===== src/hdl/sd_pkg.sv =====
// Shared types, constants and microcode for the sample standard deviation core.
// Used by sd_seq, sd_datapath and sample_standard_deviation_core; no dependencies.
package sd_pkg;

	localparam int MaxSamples = 4096;
	localparam int CountW     = $clog2(MaxSamples + 1);
	localparam int SumW       = 29;
	localparam int SqSumW     = 43;
	localparam int MagW       = 28;
	localparam int AccW       = 56;
	localparam int NumW       = 71;
	localparam int DenW       = 24;
	localparam int RemW       = 26;
	localparam int DevW       = 24;
	localparam int CntW       = 7;
	localparam int SqrtSteps  = DevW;

	localparam logic [1:0] StatusOk       = 2'd0;
	localparam logic [1:0] StatusShort    = 2'd1;
	localparam logic [1:0] StatusOverflow = 2'd2;

	typedef struct packed {
		logic signed [15:0] sample;
		logic               last;
	} item_t;

	typedef struct packed {
		logic [DevW-1:0] deviation;
		logic [1:0]      status;
	} result_t;

	typedef enum logic [2:0] {
		OpMulHi,
		OpMacLo,
		OpSubSq,
		OpDen,
		OpDivStep,
		OpSqrtInit,
		OpSqrtStep,
		OpFinish
	} op_t;

	typedef logic [2:0] upc_t;

	typedef struct packed {
		op_t            op;
		logic           cnt_load;
		logic [CntW-1:0] cnt_init;
		logic           loop;
		upc_t           target;
	} uword_t;

	localparam upc_t PcDiv  = 3'd4;
	localparam upc_t PcSqrt = 3'd6;

	// Program: n*S2 - S1^2, n*(n-1), long division with 16 extra fraction
	// bits, then digit-by-digit square root.
	function automatic uword_t ucode(input upc_t pc);
		uword_t w;
		w = '{op: OpFinish, cnt_load: 1'b0, cnt_init: '0, loop: 1'b0, target: '0};
		case (pc)
			3'd0: w.op = OpMulHi;
			3'd1: w.op = OpMacLo;
			3'd2: w.op = OpSubSq;
			3'd3: begin
				w.op       = OpDen;
				w.cnt_load = 1'b1;
				w.cnt_init = CntW'(NumW - 1);
			end
			3'd4: begin
				w.op     = OpDivStep;
				w.loop   = 1'b1;
				w.target = PcDiv;
			end
			3'd5: begin
				w.op       = OpSqrtInit;
				w.cnt_load = 1'b1;
				w.cnt_init = CntW'(SqrtSteps - 1);
			end
			3'd6: begin
				w.op     = OpSqrtStep;
				w.loop   = 1'b1;
				w.target = PcSqrt;
			end
			default: w.op = OpFinish;
		endcase
		return w;
	endfunction

endpackage


===== src/hdl/sd_seq.sv =====
// Microcode sequencer: step counter, loop counter and program lookup.
// Depends on sd_pkg (control word type and program table).
module sd_seq (
	input  logic           clk,
	input  logic           arst_n,
	input  logic           start,
	input  logic           drain,
	output sd_pkg::uword_t uw,
	output logic           running
);

	sd_pkg::upc_t              pc_q;
	logic [sd_pkg::CntW-1:0]   cnt_q;
	logic                      running_q;

	assign uw      = sd_pkg::ucode(pc_q);
	assign running = running_q;

	always_ff @(posedge clk or negedge arst_n) begin
		if (!arst_n) begin
			pc_q      <= '0;
			cnt_q     <= '0;
			running_q <= 1'b0;
		end else if (start) begin
			pc_q      <= '0;
			running_q <= 1'b1;
		end else if (running_q) begin
			if (uw.op == sd_pkg::OpFinish) begin
				// hold on the last step until the output register frees up
				if (drain) begin
					running_q <= 1'b0;
				end
			end else begin
				if (uw.cnt_load) begin
					cnt_q <= uw.cnt_init;
				end
				if (uw.loop && cnt_q != '0) begin
					cnt_q <= cnt_q - 1'b1;
					pc_q  <= uw.target;
				end else begin
					pc_q <= pc_q + 1'b1;
				end
			end
		end
	end

endmodule


===== src/hdl/sd_datapath.sv =====
// Datapath driven by the microcode: shared multiplier with accumulator,
// restoring divider and digit-by-digit square root. Depends on sd_pkg.
module sd_datapath (
	input  logic                      clk,
	input  logic                      load,
	input  logic [sd_pkg::CountW-1:0] n,
	input  logic [sd_pkg::MagW-1:0]   mag,
	input  logic [sd_pkg::SqSumW-1:0] s2,
	input  logic                      en,
	input  sd_pkg::op_t               op,
	output logic [sd_pkg::DevW-1:0]   deviation
);

	logic [sd_pkg::CountW-1:0] n_q;
	logic [sd_pkg::MagW-1:0]   mag_q;
	logic [sd_pkg::SqSumW-1:0] s2_q;
	logic [sd_pkg::AccW-1:0]   acc_q;
	logic [sd_pkg::DenW-1:0]   den_q;
	logic [sd_pkg::NumW-1:0]   num_q;
	logic [sd_pkg::RemW-1:0]   rem_q;
	logic [sd_pkg::DevW-1:0]   root_q;

	logic [sd_pkg::MagW-1:0]   mul_a;
	logic [sd_pkg::MagW-1:0]   mul_b;
	logic [sd_pkg::AccW-1:0]   prod;

	logic [sd_pkg::DenW:0]     div_cat;
	logic [sd_pkg::DenW+1:0]   div_diff;
	logic                      div_ok;

	logic [sd_pkg::RemW+1:0]   sq_cat;
	logic [sd_pkg::RemW+2:0]   sq_diff;
	logic                      sq_ok;

	always_comb begin
		case (op)
			sd_pkg::OpMulHi: begin
				mul_a = sd_pkg::MagW'(n_q);
				mul_b = sd_pkg::MagW'(s2_q[sd_pkg::SqSumW-1:sd_pkg::MagW]);
			end
			sd_pkg::OpMacLo: begin
				mul_a = sd_pkg::MagW'(n_q);
				mul_b = s2_q[sd_pkg::MagW-1:0];
			end
			sd_pkg::OpSubSq: begin
				mul_a = mag_q;
				mul_b = mag_q;
			end
			sd_pkg::OpDen: begin
				mul_a = sd_pkg::MagW'(n_q);
				mul_b = sd_pkg::MagW'(n_q - 1'b1);
			end
			default: begin
				mul_a = '0;
				mul_b = '0;
			end
		endcase
	end

	assign prod = mul_a * mul_b;

	assign div_cat  = {rem_q[sd_pkg::DenW-1:0], num_q[sd_pkg::NumW-1]};
	assign div_diff = {1'b0, div_cat} - {2'b00, den_q};
	assign div_ok   = !div_diff[sd_pkg::DenW+1];

	assign sq_cat  = {rem_q, num_q[2*sd_pkg::DevW-1 -: 2]};
	assign sq_diff = {1'b0, sq_cat} - {3'b000, root_q, 2'b01};
	assign sq_ok   = !sq_diff[sd_pkg::RemW+2];

	always_ff @(posedge clk) begin
		if (load) begin
			n_q   <= n;
			mag_q <= mag;
			s2_q  <= s2;
		end else if (en) begin
			case (op)
				sd_pkg::OpMulHi: acc_q <= {prod[sd_pkg::AccW-sd_pkg::MagW-1:0],
						{sd_pkg::MagW{1'b0}}};
				sd_pkg::OpMacLo: acc_q <= acc_q + prod;
				sd_pkg::OpSubSq: acc_q <= acc_q - prod;
				sd_pkg::OpDen: begin
					den_q <= prod[sd_pkg::DenW-1:0];
					num_q <= {acc_q[sd_pkg::NumW-17:0], 16'h0000};
					rem_q <= '0;
				end
				sd_pkg::OpDivStep: begin
					rem_q <= div_ok ? sd_pkg::RemW'(div_diff[sd_pkg::DenW:0])
					                : sd_pkg::RemW'(div_cat);
					num_q <= {num_q[sd_pkg::NumW-2:0], div_ok};
				end
				sd_pkg::OpSqrtInit: begin
					rem_q  <= '0;
					root_q <= '0;
				end
				sd_pkg::OpSqrtStep: begin
					rem_q  <= sq_ok ? sq_diff[sd_pkg::RemW-1:0] : sq_cat[sd_pkg::RemW-1:0];
					root_q <= {root_q[sd_pkg::DevW-2:0], sq_ok};
					num_q  <= {num_q[sd_pkg::NumW-3:0], 2'b00};
				end
				default: begin
				end
			endcase
		end
	end

	assign deviation = root_q;

endmodule


===== src/hdl/sample_standard_deviation_core.sv =====
// Sample standard deviation core: stream accumulators, output register and
// glue around the microcoded sequencer. Depends on sd_pkg, sd_seq, sd_datapath.
//
// Usage:
//   Input channel (item_valid / item_stall / item) takes one signed 16-bit
//   sample per word; item.last marks the final sample of a vector. Samples
//   are accumulated at one word per cycle (count, sum, sum of squares in
//   combinational adders behind a 16x16 multiplier).
//   Output channel (result_valid / result_stall / result) gives one word per
//   vector: deviation (unsigned, 8 fraction bits) and status (0 ok, 1 fewer
//   than two samples, 2 more than 4096 samples). Samples past 4096 are dropped.
//   Timing: a vector with status 1 or 2 shows its result the cycle after the
//   last sample. Otherwise the sequencer runs its program (4 multiply steps,
//   71 divide steps, 1 setup step, 24 square-root steps, 1 write-back) and
//   the input stalls meanwhile. A last sample is stalled while the output
//   register holds an untaken word. When the receiver stalls, the result
//   holds in the output register and the sequencer waits on its final step.
//   Reset (arst_n low) clears the accumulators, sequencer and output valid.
module sample_standard_deviation_core (
	input  logic             clk,
	input  logic             arst_n,
	input  logic             item_valid,
	output logic             item_stall,
	input  sd_pkg::item_t    item,
	output logic             result_valid,
	input  logic             result_stall,
	output sd_pkg::result_t  result
);

	logic [sd_pkg::CountW-1:0]        count_q;
	logic signed [sd_pkg::SumW-1:0]   sum_q;
	logic [sd_pkg::SqSumW-1:0]        sqsum_q;
	logic                             ovf_q;

	logic [sd_pkg::CountW-1:0]        nxt_count;
	logic signed [sd_pkg::SumW-1:0]   nxt_sum;
	logic [sd_pkg::SqSumW-1:0]        nxt_sqsum;
	logic                             nxt_ovf;
	logic                             full;
	logic signed [31:0]               square;
	logic [sd_pkg::SumW-1:0]          abs_sum;

	logic                             accept_in;
	logic                             out_free;
	logic                             start;
	logic                             quick_done;
	logic                             seq_done;
	logic [1:0]                       quick_status;

	sd_pkg::uword_t                   uw;
	logic                             running;
	logic [sd_pkg::DevW-1:0]          deviation;

	sd_pkg::result_t                  result_q;
	logic                             result_valid_q;

	// Output register frees up when empty or being taken this cycle.
	assign out_free   = !result_valid_q || !result_stall;
	assign item_stall = running || (item.last && !out_free);
	assign accept_in  = item_valid && !item_stall;

	// Drop samples once the vector is full and remember it.
	assign full      = (count_q >= sd_pkg::CountW'(sd_pkg::MaxSamples));
	assign square    = $signed(item.sample) * $signed(item.sample);
	assign nxt_count = full ? count_q : count_q + 1'b1;
	assign nxt_sum   = full ? sum_q : sum_q + sd_pkg::SumW'($signed(item.sample));
	assign nxt_sqsum = full ? sqsum_q : sqsum_q + sd_pkg::SqSumW'($unsigned(square));
	assign nxt_ovf   = ovf_q || full;

	assign abs_sum = nxt_sum[sd_pkg::SumW-1] ? sd_pkg::SumW'(-nxt_sum)
	                                         : sd_pkg::SumW'(nxt_sum);

	assign start      = accept_in && item.last && !nxt_ovf
	                    && (nxt_count >= sd_pkg::CountW'(2));
	assign quick_done = accept_in && item.last && !start;
	assign quick_status = nxt_ovf ? sd_pkg::StatusOverflow : sd_pkg::StatusShort;
	assign seq_done   = running && (uw.op == sd_pkg::OpFinish) && out_free;

	always_ff @(posedge clk or negedge arst_n) begin
		if (!arst_n) begin
			count_q <= '0;
			sum_q   <= '0;
			sqsum_q <= '0;
			ovf_q   <= 1'b0;
		end else if (accept_in) begin
			if (item.last) begin
				// clear for the next vector
				count_q <= '0;
				sum_q   <= '0;
				sqsum_q <= '0;
				ovf_q   <= 1'b0;
			end else begin
				count_q <= nxt_count;
				sum_q   <= nxt_sum;
				sqsum_q <= nxt_sqsum;
				ovf_q   <= nxt_ovf;
			end
		end
	end

	sd_seq u_seq (
		.clk     (clk),
		.arst_n  (arst_n),
		.start   (start),
		.drain   (out_free),
		.uw      (uw),
		.running (running)
	);

	sd_datapath u_dp (
		.clk       (clk),
		.load      (start),
		.n         (nxt_count),
		.mag       (abs_sum[sd_pkg::MagW-1:0]),
		.s2        (nxt_sqsum),
		.en        (running),
		.op        (uw.op),
		.deviation (deviation)
	);

	always_ff @(posedge clk or negedge arst_n) begin
		if (!arst_n) begin
			result_valid_q <= 1'b0;
		end else if (quick_done || seq_done) begin
			result_valid_q <= 1'b1;
		end else if (!result_stall) begin
			result_valid_q <= 1'b0;
		end
	end

	always_ff @(posedge clk) begin
		if (quick_done) begin
			result_q.deviation <= '0;
			result_q.status    <= quick_status;
		end else if (seq_done) begin
			result_q.deviation <= deviation;
			result_q.status    <= sd_pkg::StatusOk;
		end
	end

	assign result_valid = result_valid_q;
	assign result       = result_q;

endmodule

===== config.mk =====
export PLATFORM = sky130hd
export DESIGN_NAME = sample_standard_deviation_core
export DESIGN_NICKNAME = d
export VERILOG_FILES = /design/src/hdl/sd_pkg.sv /design/src/hdl/sd_seq.sv /design/src/hdl/sd_datapath.sv /design/src/hdl/sample_standard_deviation_core.sv
export SDC_FILE = /design/constraint.sdc
export NUM_CORES = 2
export LEC_CHECK = 0
export BUFFER_PORTS_ARGS = -buffer_cell sky130_fd_sc_hd__buf_2
export CAP_MARGIN = 0
export CORE_MARGIN = 2
export CORE_UTILIZATION = 55
export CTS_CLUSTER_DIAMETER = 150
export DETAILED_ROUTE_END_ITERATION = 6
export PLACE_DENSITY_LB_ADDON = 0.08
export SLEW_MARGIN = 25
export SYNTH_ARGS = -nofsm -noshare
export SYNTH_HDL_FRONTEND = slang
export SYNTH_SLANG_ARGS = --single-unit
export TNS_END_PERCENT = 20

===== constraint.sdc =====
create_clock -name clk -period 14.2 [get_ports clk]
set_input_delay 1.42 -clock clk [delete_from_list [all_inputs] [get_ports clk]]
set_output_delay 1.42 -clock clk [all_outputs]
set_load 0.05 [all_outputs]

==> results_dict.tcl <==
set metrics [dict create \
    outcome "finished, final reports clean" \
    hold_path.startpoint "result[10]" \
    syn_area_per_cell_um2 8.93 \
    holdPathStages 2 \
    r2r_start "u_seq.pc_q[0]" \
    multi_input_area_um2 43900 \
    rsz0062_at_grt "false" \
    ff_latch_area_um2 11500 \
    synthFlopType "edfxtp_1" \
    r2r_cells 45 \
    drt_pass1_iterations 5 \
    wirelength_mm 184 \
    clock_skew_ns 0.0492 \
    critPathKind "reg2reg" \
    synthArstFlopShare 0.240 \
    max_stage_delay_ns 0.83 \
    synth.cell_area_um2 60700 \
    clk_latency_ns 0.64 \
    grt_overflow 0 \
    clock-sinks 408 \
    synthAdderAreaFrac 0.397 \
    worst_setup_path_start_kind "flip-flop" \
    nFillCells 9744 \
    hold_viol_final 0 \
    synth-simple-area-share 0.147 \
    drt_iter0_drc 4104 \
    fin_crit_sh 0.942 \
    drc_errors 0 \
    slew_headroom 0.243 \
    hpwlAfterDp_mm 148 \
    first_global_vias 48800 \
    die_y_um 336 \
    yosys_warnings 0 \
    tritoncts "yes" \
    synth.distinct_cells 106 \
    vias 47900 \
    grt_pass1_wl_mm 286 \
    max_slew.worst_pin.slew_ns 1.13 \
    ios 49 \
    numCtsBuffers 49 \
    cts.clk_slew.worst_paths_ns 0.06 \
    ys_seq_elements 408 \
    crit_arrival_ns 13.76 \
    cp.required_ns 14.58 \
    synth-compound-area-share 0.122 \
    synth_top_family_by_area "adder cells" \
    synth_top_area_frac 0.302 \
    yosysSeqAreaShare 0.190 \
    fin_nets 8160 \
    synthTopCellsByCount "inv_1, nand2_1, fa_1" \
    min-delay-path-class "reg2reg" \
    antenna_left 0 \
    synth_edf_count 286 \
    fmax_mhz 74.7 \
    synthXorXnorAreaFrac 0.0475 \
    hold_buffers 0 \
    startpoint "u_seq.pc_q[0]" \
    critPathMaxFanout 29 \
    drt-vias-per-instance 5.79 \
    crit_top_cell "fa_1" \
    dieArea_um2 113000 \
    synth_area_leaders "fa_1, edfxtp_1, ha_1, inv_1, nand2_1" \
    root_buffer "clkbuf_16" \
    finalCriticalPeriod_ns 13.38 \
    post_cts.repair.setup_buffers 0 \
    maxCapViolCount 0 \
    fp.dieW_um 336 \
    setup_tns_ns 0 \
    layout-drive-gt1-share 0.0557 \
    synth_most_common_cell "inv_1" \
    regToRegSetupSlack_ns 0.82 \
    syn_to_final_growth_pct 6.72 \
    yosys.area.top_type "fa_1" \
    num_rows 121 \
    syn-num-nets 8194 \
    slowest_stage "or4_1" \
    gp_congestion 0.993 \
    synthMuxAreaShare 0.00594 \
    numPortBuffers 48 \
    routedWlPerCell_um 22.3 \
    clockBufferDepth 3 \
    end_kind "flip-flop" \
    setup_viol 0 \
    start_util 0.556 \
    track_usage 0.333 \
    drv_slew 0 \
    post_cts_resized 0 \
    antenna_found_initial 1 \
    netlist_instances 6795 \
    core_um2 109000 \
    h-tree-depth 2 \
    grt_max_degree 77 \
]
critical path: cells and delay by family, from the launching register on:
family,cells,cell delay [ns]
fa+ha+maj,10,4.88
simple gates,14,4.07
compound gates,13,2.71
buf+inv,5,0.54
xor+xnor,3,0.49
flops,1,0.42
routing by layer:
layer | vias up | share of wire | track usage | routed length, um
li1 | 21700 | - | - | -
met1 | 23800 | 0.40 | 0.436 | 74000
met2 | 1927 | 0.46 | 0.535 | 84400
met3 | 435 | 0.085 | 0.0656 | 15700
met4 | 0 | 0.055 | 0.155 | 10200
met5 | - | 0 | 0 | 0
layout make-up:
cell class | instances | area share
flip-flops and latches | 408 | 0.178
clock inverters | 28 | 0.00518
clock buffers | 61 | 0.0203
repair buffers | 204 | 0.0223
multi-input cells | 4932 | 0.678
diodes | 1 | 0.0000386
well taps | 1476 | 0.0285
inverters | 1166 | 0.0676
registers in the layout, summed over array words and instances (netlist names), 3 cells and up:
signal and flops:
count_q 13, result 26, sqsum_q 43, sum_q 29
u_dp.acc_q 55, u_dp.den_q 24, u_dp.deviation 24, u_dp.mag_q 28
u_dp.n_q 13, u_dp.num_q 71, u_dp.rem_q 26, u_dp.s2_q 43
u_seq.cnt_q 7, u_seq.pc_q 3
through the flow:
stage          setup slack, ns  utilization  hold slack (ns)  instance area (um^2)  std cells
2_1_floorplan             1.76            -            0.448                 60700       6795
3_3_place_gp              1.21        0.577            0.439                 63000       8185
3_5_place_dp              1.10        0.578            0.445                 63100       8186
4_1_cts                   1.01        0.593            0.452                 64700       8275
5_1_grt                  0.144        0.593            0.471                 64700       8275
6_report                 0.822        0.593            0.449                 64700       8276
cells by family (layout without fill, tap and decap cells):
kind of cell / count (synthesis) / after routing
other cells: 0 / 1
compound gates: 1148 / 1148
fa+ha+maj: 1378 / 1378
buf+inv: 1455 / 1459
xor+xnor: 327 / 327
simple gates: 2044 / 2044
flops: 408 / 408
mux: 35 / 35
placed cells by master (no fill, tap or decap), types with 33 or more instances in the layout:
master and n:
o21a_1 38, buf_2 47, a21o_1 93, nor2_1 590, dfrtp_1 97, nor2b_1 47, and2_1 121, edfxtp_1 286
a21oi_1 297, nand3_1 60, xnor2_1 197, ha_1 461, clkbuf_16 51, buf_4 155, a211oi_1 33, inv_1 1156
nand2b_1 46, a22oi_1 63, fa_1 915, o21ai_0 280, a22o_1 54, nor3_1 60, nand2_1 962, xor2_1 129
final timing paths:
check                                 endpoint
max in group asynchronous          sqsum_q[35]
worst min register to register      result[10]
worst min-delay path                result[10]
worst max-delay path            u_dp.acc_q[54]
min in group asynchronous          sqsum_q[41]
worst max register to register  u_dp.acc_q[54]
Power is not shown: default switching activity piles up to over one toggle a cycle in this logic, so the estimate is an artifact.
